==> src/hw/rtl/esc_pkg.sv <==
// Shared types, constants and helpers for the epoch seconds to calendar core.
// Used by esc_ctrl, esc_datapath and epoch_seconds_to_calendar_core.
`default_nettype none

package esc_pkg;

    // Datapath operation codes issued by the controller
    typedef logic [3:0] op_t;

    localparam op_t OP_NONE    = 4'd0;
    localparam op_t OP_LOAD    = 4'd1;
    localparam op_t OP_MUL60S  = 4'd2;
    localparam op_t OP_SPL60S  = 4'd3;
    localparam op_t OP_MUL60M  = 4'd4;
    localparam op_t OP_SPL60M  = 4'd5;
    localparam op_t OP_MUL24   = 4'd6;
    localparam op_t OP_SPL24   = 4'd7;
    localparam op_t OP_MUL7    = 4'd8;
    localparam op_t OP_SPL7    = 4'd9;
    localparam op_t OP_YEAR    = 4'd10;
    localparam op_t OP_MONTH   = 4'd11;
    localparam op_t OP_PUBLISH = 4'd12;

    // Command from controller to datapath
    typedef struct packed {
        op_t op;
    } cmd_t;

    // Status from datapath to controller
    typedef struct packed {
        logic year_stop;
        logic month_stop;
    } status_t;

    // Epoch start and its residues for the century rules
    localparam logic [11:0] EPOCH_YEAR    = 12'd1970;
    localparam logic [6:0]  EPOCH_MOD100  = 7'd70;
    localparam logic [8:0]  EPOCH_MOD400  = 9'd370;

    // Reciprocals for exact constant division; the 60 and 24 ones hold for any 32-bit value
    localparam logic [31:0] RECIP_60 = 32'h8888_8889;  // >> 37
    localparam logic [31:0] RECIP_24 = 32'hAAAA_AAAB;  // >> 36
    localparam logic [31:0] RECIP_7  = 32'd599187;     // >> 22, exact below 2^16+

    localparam logic [8:0] DAYS_LEAP   = 9'd366;
    localparam logic [8:0] DAYS_COMMON = 9'd365;
    localparam logic [3:0] LAST_MONTH  = 4'd11;

    // Month length, month counted from 0 = January
    function automatic logic [4:0] month_len(input logic [3:0] month, input logic leap);
        logic [4:0] len;
        case (month)
            4'd0:    len = 5'd31;
            4'd1:    len = leap ? 5'd29 : 5'd28;
            4'd2:    len = 5'd31;
            4'd3:    len = 5'd30;
            4'd4:    len = 5'd31;
            4'd5:    len = 5'd30;
            4'd6:    len = 5'd31;
            4'd7:    len = 5'd31;
            4'd8:    len = 5'd30;
            4'd9:    len = 5'd31;
            4'd10:   len = 5'd30;
            4'd11:   len = 5'd31;
            default: len = 5'd31;
        endcase
        return len;
    endfunction

endpackage

`default_nettype wire

==> src/hw/rtl/esc_datapath.sv <==
// Datapath: reciprocal divider, year and month walk, result registers.
// Depends on esc_pkg; driven by esc_ctrl commands.
`default_nettype none

module esc_datapath (
    input  wire logic            clk,
    input  wire esc_pkg::cmd_t   cmd,
    input  wire logic [31:0]     epoch_seconds,
    output esc_pkg::status_t     status,
    output logic [5:0]           second_of_minute,
    output logic [5:0]           minute_of_hour,
    output logic [4:0]           hour_of_day,
    output logic [2:0]           day_of_week,
    output logic [11:0]          calendar_year,
    output logic [3:0]           month_number,
    output logic [4:0]           day_of_month
);

    // Working registers
    logic [31:0] work_reg, work_next;
    logic [63:0] prod_reg, prod_next;
    logic [5:0]  sec_reg, sec_next;
    logic [5:0]  min_reg, min_next;
    logic [4:0]  hour_reg, hour_next;
    logic [2:0]  wday_reg, wday_next;
    logic [15:0] rem_reg, rem_next;
    logic [11:0] year_reg, year_next;
    logic [6:0]  ymod100_reg, ymod100_next;
    logic [8:0]  ymod400_reg, ymod400_next;
    logic [3:0]  month_reg, month_next;

    // Result registers
    logic [5:0]  out_sec_reg;
    logic [5:0]  out_min_reg;
    logic [4:0]  out_hour_reg;
    logic [2:0]  out_wday_reg;
    logic [11:0] out_year_reg;
    logic [3:0]  out_month_reg;
    logic [4:0]  out_day_reg;

    logic [31:0] mult_b;
    logic [26:0] q60;
    logic [15:0] q24;
    logic [15:0] q7;
    logic [31:0] r60;
    logic [31:0] r24;
    logic [31:0] r7;
    logic        leap;
    logic [8:0]  ylen;
    logic [4:0]  mlen;

    // Shared multiplier operand
    always_comb
    begin
        case (cmd.op)
            esc_pkg::OP_MUL24: mult_b = esc_pkg::RECIP_24;
            esc_pkg::OP_MUL7:  mult_b = esc_pkg::RECIP_7;
            default:           mult_b = esc_pkg::RECIP_60;
        endcase
    end

    assign prod_next = {32'd0, work_reg} * {32'd0, mult_b};

    // Quotients and remainders from the registered product
    assign q60 = prod_reg[63:37];
    assign q24 = prod_reg[51:36];
    assign q7  = prod_reg[37:22];
    assign r60 = work_reg - ({5'd0, q60} * 32'd60);
    assign r24 = work_reg - ({16'd0, q24} * 32'd24);
    assign r7  = work_reg - ({16'd0, q7} * 32'd7);

    // Gregorian leap rule from tracked residues
    assign leap = (year_reg[1:0] == 2'd0) && ((ymod100_reg != 7'd0) || (ymod400_reg == 9'd0));
    assign ylen = leap ? esc_pkg::DAYS_LEAP : esc_pkg::DAYS_COMMON;
    assign mlen = esc_pkg::month_len(month_reg, leap);

    assign status.year_stop  = rem_reg < {7'd0, ylen};
    assign status.month_stop = (rem_reg < {11'd0, mlen}) || (month_reg == esc_pkg::LAST_MONTH);

    // Next-state selection per command
    always_comb
    begin
        work_next    = work_reg;
        sec_next     = sec_reg;
        min_next     = min_reg;
        hour_next    = hour_reg;
        wday_next    = wday_reg;
        rem_next     = rem_reg;
        year_next    = year_reg;
        ymod100_next = ymod100_reg;
        ymod400_next = ymod400_reg;
        month_next   = month_reg;
        case (cmd.op)
            esc_pkg::OP_LOAD:
            begin
                work_next    = epoch_seconds;
                year_next    = esc_pkg::EPOCH_YEAR;
                ymod100_next = esc_pkg::EPOCH_MOD100;
                ymod400_next = esc_pkg::EPOCH_MOD400;
                month_next   = 4'd0;
            end
            esc_pkg::OP_SPL60S:
            begin
                sec_next  = r60[5:0];
                work_next = {5'd0, q60};
            end
            esc_pkg::OP_SPL60M:
            begin
                min_next  = r60[5:0];
                work_next = {5'd0, q60};
            end
            esc_pkg::OP_SPL24:
            begin
                hour_next = r24[4:0];
                rem_next  = q24;
                // weekday offset: day zero was a Thursday
                work_next = {16'd0, q24} + 32'd4;
            end
            esc_pkg::OP_SPL7:
            begin
                wday_next = r7[2:0] + 3'd1;
            end
            esc_pkg::OP_YEAR:
            begin
                if (!status.year_stop)
                begin
                    rem_next     = rem_reg - {7'd0, ylen};
                    year_next    = year_reg + 12'd1;
                    ymod100_next = (ymod100_reg == 7'd99) ? 7'd0 : ymod100_reg + 7'd1;
                    ymod400_next = (ymod400_reg == 9'd399) ? 9'd0 : ymod400_reg + 9'd1;
                end
            end
            esc_pkg::OP_MONTH:
            begin
                if (rem_reg >= {11'd0, mlen})
                begin
                    rem_next = rem_reg - {11'd0, mlen};
                    if (month_reg != esc_pkg::LAST_MONTH)
                    begin
                        month_next = month_reg + 4'd1;
                    end
                end
            end
            default:
            begin
            end
        endcase
    end

    // Payload registers, no reset needed
    always_ff @(posedge clk)
    begin
        work_reg    <= work_next;
        sec_reg     <= sec_next;
        min_reg     <= min_next;
        hour_reg    <= hour_next;
        wday_reg    <= wday_next;
        rem_reg     <= rem_next;
        year_reg    <= year_next;
        ymod100_reg <= ymod100_next;
        ymod400_reg <= ymod400_next;
        month_reg   <= month_next;
        if ((cmd.op == esc_pkg::OP_MUL60S) || (cmd.op == esc_pkg::OP_MUL60M) ||
            (cmd.op == esc_pkg::OP_MUL24) || (cmd.op == esc_pkg::OP_MUL7))
        begin
            prod_reg <= prod_next;
        end
        if (cmd.op == esc_pkg::OP_PUBLISH)
        begin
            out_sec_reg   <= sec_reg;
            out_min_reg   <= min_reg;
            out_hour_reg  <= hour_reg;
            out_wday_reg  <= wday_reg;
            out_year_reg  <= year_reg;
            out_month_reg <= month_reg + 4'd1;
            out_day_reg   <= rem_reg[4:0] + 5'd1;
        end
    end

    assign second_of_minute = out_sec_reg;
    assign minute_of_hour   = out_min_reg;
    assign hour_of_day      = out_hour_reg;
    assign day_of_week      = out_wday_reg;
    assign calendar_year    = out_year_reg;
    assign month_number     = out_month_reg;
    assign day_of_month     = out_day_reg;

endmodule

`default_nettype wire

==> src/hw/rtl/esc_ctrl.sv <==
// Controller: sequences the divide steps and the year and month walks.
// Depends on esc_pkg; drives esc_datapath through cmd_t.
`default_nettype none

module esc_ctrl (
    input  wire logic              clk,
    input  wire logic              rst_n,
    input  wire logic              in_valid,
    output logic                   in_ready,
    output logic                   out_valid,
    input  wire logic              out_ready,
    input  wire esc_pkg::status_t  status,
    output esc_pkg::cmd_t          cmd
);

    localparam logic [3:0] ST_IDLE   = 4'd0;
    localparam logic [3:0] ST_MUL60S = 4'd1;
    localparam logic [3:0] ST_SPL60S = 4'd2;
    localparam logic [3:0] ST_MUL60M = 4'd3;
    localparam logic [3:0] ST_SPL60M = 4'd4;
    localparam logic [3:0] ST_MUL24  = 4'd5;
    localparam logic [3:0] ST_SPL24  = 4'd6;
    localparam logic [3:0] ST_MUL7   = 4'd7;
    localparam logic [3:0] ST_SPL7   = 4'd8;
    localparam logic [3:0] ST_YEAR   = 4'd9;
    localparam logic [3:0] ST_MONTH  = 4'd10;
    localparam logic [3:0] ST_DONE   = 4'd11;

    logic [3:0] state_reg, state_next;
    logic       out_valid_reg, out_valid_next;
    logic       slot_free;

    assign in_ready  = (state_reg == ST_IDLE);
    assign out_valid = out_valid_reg;
    assign slot_free = !out_valid_reg || out_ready;

    // Sequencer
    always_comb
    begin
        state_next     = state_reg;
        cmd.op         = esc_pkg::OP_NONE;
        out_valid_next = out_valid_reg && !out_ready;
        case (state_reg)
            ST_IDLE:
            begin
                if (in_valid)
                begin
                    cmd.op     = esc_pkg::OP_LOAD;
                    state_next = ST_MUL60S;
                end
            end
            ST_MUL60S:
            begin
                cmd.op     = esc_pkg::OP_MUL60S;
                state_next = ST_SPL60S;
            end
            ST_SPL60S:
            begin
                cmd.op     = esc_pkg::OP_SPL60S;
                state_next = ST_MUL60M;
            end
            ST_MUL60M:
            begin
                cmd.op     = esc_pkg::OP_MUL60M;
                state_next = ST_SPL60M;
            end
            ST_SPL60M:
            begin
                cmd.op     = esc_pkg::OP_SPL60M;
                state_next = ST_MUL24;
            end
            ST_MUL24:
            begin
                cmd.op     = esc_pkg::OP_MUL24;
                state_next = ST_SPL24;
            end
            ST_SPL24:
            begin
                cmd.op     = esc_pkg::OP_SPL24;
                state_next = ST_MUL7;
            end
            ST_MUL7:
            begin
                cmd.op     = esc_pkg::OP_MUL7;
                state_next = ST_SPL7;
            end
            ST_SPL7:
            begin
                cmd.op     = esc_pkg::OP_SPL7;
                state_next = ST_YEAR;
            end
            ST_YEAR:
            begin
                cmd.op = esc_pkg::OP_YEAR;
                if (status.year_stop)
                begin
                    state_next = ST_MONTH;
                end
            end
            ST_MONTH:
            begin
                cmd.op = esc_pkg::OP_MONTH;
                if (status.month_stop)
                begin
                    state_next = ST_DONE;
                end
            end
            ST_DONE:
            begin
                // hand over once the output slot is free
                if (slot_free)
                begin
                    cmd.op         = esc_pkg::OP_PUBLISH;
                    out_valid_next = 1'b1;
                    state_next     = ST_IDLE;
                end
            end
            default:
            begin
                state_next = ST_IDLE;
            end
        endcase
    end

    always_ff @(posedge clk or negedge rst_n)
    begin
        if (!rst_n)
        begin
            state_reg     <= ST_IDLE;
            out_valid_reg <= 1'b0;
        end
        else
        begin
            state_reg     <= state_next;
            out_valid_reg <= out_valid_next;
        end
    end

`ifndef SYNTHESIS
    // accepted beat starts the divide sequence
    a_start: assert property (@(posedge clk) disable iff (!rst_n)
        (in_valid && in_ready) |=> (state_reg == ST_MUL60S))
        else $error("accepted beat did not start conversion");

    // result registers only overwritten when the slot is free
    a_publish: assert property (@(posedge clk) disable iff (!rst_n)
        (cmd.op == esc_pkg::OP_PUBLISH) |-> slot_free)
        else $error("result overwritten while still pending");

    // year walk stop hands over to the month walk
    a_year_month: assert property (@(posedge clk) disable iff (!rst_n)
        (state_reg == ST_YEAR && status.year_stop) |=> (state_reg == ST_MONTH))
        else $error("year walk did not hand over to month walk");

    // publishing raises the output valid
    a_valid: assert property (@(posedge clk) disable iff (!rst_n)
        (cmd.op == esc_pkg::OP_PUBLISH) |=> out_valid_reg)
        else $error("publish did not raise out_valid");
`endif

endmodule

`default_nettype wire

==> src/hw/rtl/epoch_seconds_to_calendar_core.sv <==
// Epoch seconds to calendar converter, top level.
// Input channel: in_valid/in_ready, one beat carries epoch_seconds (unsigned 32-bit).
// Output channel: out_valid/out_ready, one beat carries second, minute, hour,
// weekday (1 = Sunday), full year, month (1..12) and day of month.
// One input beat gives exactly one output beat, in order.
// From acceptance to out_valid, the controller first runs three reciprocal
// divides and the weekday modulo, each as a multiply and a split step, on one
// shared 32x32 multiplier; then the year walk steps once per year past 1970,
// the month walk once per month, and a last step loads the result register.
// The controller works on a single item at a time: the next beat is accepted
// only once the last one has been handed to the output register.
// The result sits in an output register, so the next beat is accepted while a
// finished result still waits. If the receiver stalls, the following result is
// held inside until the register is taken; no result is dropped.
// Reset (rst_n, asynchronous, active low) empties the output and returns the
// controller to idle; the block keeps no other state between items.
// Depends on esc_pkg, esc_ctrl and esc_datapath.
`default_nettype none

module epoch_seconds_to_calendar_core (
    input  wire logic        clk,
    input  wire logic        rst_n,
    input  wire logic        in_valid,
    output logic             in_ready,
    input  wire logic [31:0] epoch_seconds,
    output logic             out_valid,
    input  wire logic        out_ready,
    output logic [5:0]       second_of_minute,
    output logic [5:0]       minute_of_hour,
    output logic [4:0]       hour_of_day,
    output logic [2:0]       day_of_week,
    output logic [11:0]      calendar_year,
    output logic [3:0]       month_number,
    output logic [4:0]       day_of_month
);

    esc_pkg::cmd_t    cmd;
    esc_pkg::status_t status;

    esc_ctrl u_ctrl (
        .clk       (clk),
        .rst_n     (rst_n),
        .in_valid  (in_valid),
        .in_ready  (in_ready),
        .out_valid (out_valid),
        .out_ready (out_ready),
        .status    (status),
        .cmd       (cmd)
    );

    esc_datapath u_datapath (
        .clk              (clk),
        .cmd              (cmd),
        .epoch_seconds    (epoch_seconds),
        .status           (status),
        .second_of_minute (second_of_minute),
        .minute_of_hour   (minute_of_hour),
        .hour_of_day      (hour_of_day),
        .day_of_week      (day_of_week),
        .calendar_year    (calendar_year),
        .month_number     (month_number),
        .day_of_month     (day_of_month)
    );

endmodule

`default_nettype wire

==> config.mk <==
export PLATFORM = sky130hd
export DESIGN_NAME = epoch_seconds_to_calendar_core
export DESIGN_NICKNAME = d
export VERILOG_FILES = /design/src/hw/rtl/esc_pkg.sv /design/src/hw/rtl/esc_datapath.sv /design/src/hw/rtl/esc_ctrl.sv /design/src/hw/rtl/epoch_seconds_to_calendar_core.sv
export SDC_FILE = /design/constraint.sdc
export NUM_CORES = 2
export LEC_CHECK = 0
export BUFFER_PORTS_ARGS = -buffer_cell sky130_fd_sc_hd__buf_2
export CAP_MARGIN = 20
export CORE_MARGIN = 2
export CORE_UTILIZATION = 49
export DETAILED_ROUTE_END_ITERATION = 7
export GPL_ROUTABILITY_DRIVEN = 1
export PLACE_DENSITY = 0.65
export SYNTH_ARGS = -nofsm -noshare
export SYNTH_HDL_FRONTEND = slang
export SYNTH_HIERARCHICAL = 1
export SYNTH_SLANG_ARGS = --single-unit
==> constraint.sdc <==
create_clock -name clk -period 23 [get_ports clk]
set_input_delay 3.45 -clock clk [delete_from_list [all_inputs] [get_ports clk]]
set_output_delay 3.45 -clock clk [all_outputs]
set_load 0.01 [all_outputs]
**After elaboration in Yosys (flattened, before gate mapping)**

Index checks and enable logic that the tools add are counted.

- Bits in registers: 210
- Input port bits: 36
- Logic and storage cells: 131

- $add $sub $neg: 12
- Multipliers: 4
- $lt $le $gt $ge: 3
- Equality and inequality tests: 39
- Multiplexer cells: 29
- Reductions and logical operators: 24

Operators by type and width:

| kind | number |
|---|---|
| $pmux W32 S3 | 1 |
| $pmux W4 S12 | 2 |
| $mul A32 B32 Y64 | 1 |
| $pmux W32 S2 | 1 |
| $eq A4 B4 Y1 const B | 12 |
| $pmux W16 S3 | 1 |
| $eq A4 B3 Y1 const B | 9 |
| $mux W16 | 2 |
| $mux W4 | 7 |
| $mul A27 B4 Y4 const B | 1 |
| $pmux W12 S2 | 1 |
| $eq A4 B2 Y1 const B | 5 |
| $mux W9 | 2 |
| $pmux W9 S2 | 1 |
| $add A16 B3 Y17 const B | 1 |
| $ge A16 B5 Y1 | 1 |
| $lt A16 B5 Y1 | 1 |
| $lt A16 B9 Y1 | 1 |
| $mul A16 B2 Y2 const B | 1 |
| $mul A16 B3 Y3 const B | 1 |
| $sub A16 B5 Y16 | 1 |
| $sub A16 B9 Y16 | 1 |
| $mux W7 | 2 |
| $pmux W7 S2 | 1 |
| other kinds (34) | 54 |

**Depth between registers and ports, before layout**

- Depth in word-level cells: 9
- Gate-level depth with buffers: 38
- Gate-level depth less buffers: 35

**Hierarchy**

Netlist, hierarchy kept.

Modules (own cells, without submodules):

| module | times used | cells an instance | area each (um^2) | sequential area each (um^2) |
|---|---|---|---|---|
| esc_datapath | 1 | 2899 | 29699.7 | 5165.0 |
| esc_ctrl | 1 | 38 | 347.8 | 125.1 |

**Least setup slack after synthesis**

OpenSTA, ideal clock, no wires.

- Path kind: input to register
- Start point: in out_ready
- End point: reg u_datapath.prod_reg[63], data pin
- Data arrival time: 11180 ps
- Data required time: 22738 ps
- Setup slack: 11557 ps
- Stages: 33
- Cells stage by stage: nor2b_1 a21oi_1 a22o_1 buf_6 nand2b_1 or3_1 clkbuf_1 clkbuf_1 clkbuf_1 nand2_1 inv_1 ha_1 fa_1 fa_1 inv_1 fa_1 inv_1 fa_1 fa_1 fa_1 inv_1 fa_1 inv_1 ha_1 a211oi_1 o21ai_0 a21oi_1 o21ai_0 a221o_1 a2111oi_2 o31ai_2 a21oi_1 xor2_1

RTL lines:

| item | RTL line | text |
|---|---|---|
| from (decl) | epoch_seconds_to_calendar_core.sv:27 | `input wire logic out_ready,` |
| to (signal assigned) | esc_datapath.sv:166 | `prod_reg <= prod_next;` |
| to (decl) | esc_datapath.sv:21 | `logic [63:0] prod_reg, prod_next;` |

==> flow_summary.ini <==
[die]
ios = 79
die_h_um = 251.6
die_x_um = 251.6
start_util = 0.4969
fp.coreArea_um2 = 60470
num_rows = 90
dieArea_um2 = 63320

[setup_path]
required_ps = 23190
cp_common_cell = fa_1
cpPeakStageDelay_ps = 640
reg2regPathDepth = 30
reg2reg_to = u_datapath/prod_reg[56]
end_kind = flip-flop
reg2reg_from = u_ctrl/state_reg[1]
critPathTopFamily = adder cells
cpMaxStageDelayCell = fa_1
r2r_setup_slack_ps = 12580
path_max_fanout = 45
setup.worst_path.class = primary input to flip-flop
startpoint_type = primary input
cp_num_buf_inv = 7
critPathArrivalTime_ps = 12990

[logic_synthesis]
async_flop_share = 0.02825
ys_ff_latch = 177
synth_edf_count = 172
ys_seq_area_frac = 0.1761
synth_cell_types = 75
ys_warn_count = 6
syn_inst = 2937
synth.cell_area_um2 = 30050
avgSynthCellArea_um2 = 10.23
synth_top_flop_cell = edfxtp_1

[sta]
setup_viol = 0
hold_ws_ps = 417.8
setup_ws_ps = 10200
fmax_mhz = 78.11
min_period_over_period = 0.5567
tightest_slew_ps = 1047
skew_ps = 10.99
slew_headroom = 0.3007
tns_ps = 0
min_period_ps = 12800
drv_slew = 0
hold_viol = 0
rsz0062_at_grt = no

[worst_hold_path]
min_to = u_datapath/second_of_minute[0]
hp-class = flip-flop to flip-flop
min_from = u_datapath/sec_reg[0]
hold_path_depth = 0

[route]
wl_per_cell_um = 24.25
drtAntennaViolNets = 0
drt_iter0_markers = 1527
first_pass_iters = 5
drc = 0
num_vias = 20930
wirelength_mm = 92.56
viasPerCell = 5.484

[flow_run]
cap_violations = 0

[place]
dpl.hpwl_mm = 82.46
place_ws_ps = 10010
io_buffers = 78
gp_congestion = 1.011
dp.cells = 3783

[cells_and_area]
stdcell_count = 3817
fin_nets = 4024
seqCellArea_um2 = 5290
multiInputGateArea_um2 = 21920
diodes = 0
drive_above_1_share = 0.05700
area_growth_syn_to_layout_pct = 6.667
largest_reg_flops = 32
n_fill_cell = 5448

[grt]
grt_pass1_wl_mm = 139.8
antenna_found_initial = 3
grt_max_degree = 46
grt_usage = 0.3007
grt_pass1_vias = 22730
overflow = 0

[power_and_ir_drop]
power_density_nw_per_um2 = 31.68
leakagePower_uw = 0.01627
p_total_uw = 1015
worst_ir_drop_vdd_uv = 55.13

[clock_tree]
clkLatencyLatePin_ps = 440
clockBufferDepth = 2
clk_pin_slew_ps = 80
cts_tree = built
cts_resized = 0
postCtsHoldBufs = 0
postCtsSetupRepairBufs = 0
clock_sinks = 177
cts_buffers = 17
root_buffer = clkbuf_16
htreeDepth = 4

[status]
status = finished, final reports clean
Yosys cell counts (20+ instances only):
cell,n,area share
nand3_1,46,0.0077
ha_1,465,0.19
or2_2,23,0.0048
xor2_1,56,0.016
nand2b_1,20,0.0042
edfxtp_1,172,0.17
nand4_1,23,0.0048
a22oi_1,21,0.0052
nor2_1,112,0.014
and2_1,53,0.011
a21oi_1,86,0.014
inv_1,737,0.092
o21ai_0,79,0.013
a21o_1,33,0.0082
xnor2_1,76,0.022
fa_1,501,0.33
nand2_1,181,0.023
clkbuf_1,50,0.0062
placed cells by master, fill, tap and decap left out, types with 9 or more instances in the layout:
cell type	Yosys	routed
edfxtp_1	172	172
a21o_1	33	33
clkbuf_16	0	17
and2_1	53	53
nor2_1	112	110
and3_1	16	16
nand3_1	46	46
or2_2	23	23
o21ai_0	79	79
nor4_1	9	9
xnor2_1	76	76
nor3_1	16	15
buf_2	3	78
nand2_1	181	181
a21oi_1	86	85
nor2b_1	16	15
o21bai_1	13	13
inv_1	737	737
fa_1	501	501
nand4_1	23	23
nand2b_1	20	20
conb_1	2	36
a221o_1	10	10
xor2_1	56	56
or3_1	10	10
ha_1	465	465
buf_4	1	9
a22oi_1	21	21
worst max-delay path by stage:
stage	end	slack (ps)	cells past startpoint	from
after global placement	u_datapath/prod_reg[60]	10170	30	out_ready
final	u_datapath/prod_reg[56]	10200	31	out_ready
after floorplan	u_datapath/prod_reg[63]	11560	33	out_ready
after global routing	u_datapath/prod_reg[56]	9940	31	out_ready
after CTS	u_datapath/prod_reg[56]	10440	31	out_ready
after detailed placement	u_datapath/prod_reg[56]	10010	31	out_ready
cells by family (layout without fill, tap and decap cells):
family / Yosys count / in the layout / share of synthesized area
adders and majority gates: 966 / 966 / 0.5274
other: 2 / 36 / 0.0002499
and+or+nand+nor: 548 / 548 / 0.08928
buffers and inverters: 794 / 858 / 0.09994
xor gates and xnor gates: 132 / 132 / 0.03848
muxes: 2 / 2 / 0.0007079
DFF: 177 / 177 / 0.1761
AOI/OAI and AO/OA: 316 / 316 / 0.06787
stage by stage:
step                      utilization  area [um2]
after floorplan                     -       30180
after global placement         0.5195       31420
after detailed placement       0.5195       31420
after CTS                      0.5293       32010
after global routing           0.5300       32050
final                          0.5300       32050
area by class of cell:
type	count	share of cell area
timing repair buffer	89	0.01562
sequential	177	0.1651
inverter	737	0.08631
clock buffer	18	0.01339
tap	782	0.03053
clock inverter	14	0.005114
multi-input combinational	2000	0.6840
power breakdown:
group	internal, uW	leakage (uW)	total [uW]	switching (uW)
clock network	146	0.000284	291	145
logic	141	0.0143	370	229
registers	354	0.00167	354	0
layer usage:
layer	global-route usage	wire (um)
met5	0	23
met4	0.1383	4905
met3	0.03570	4622
met2	0.5028	44460
met1	0.3928	38550
(Power assumes the default switching activity.)
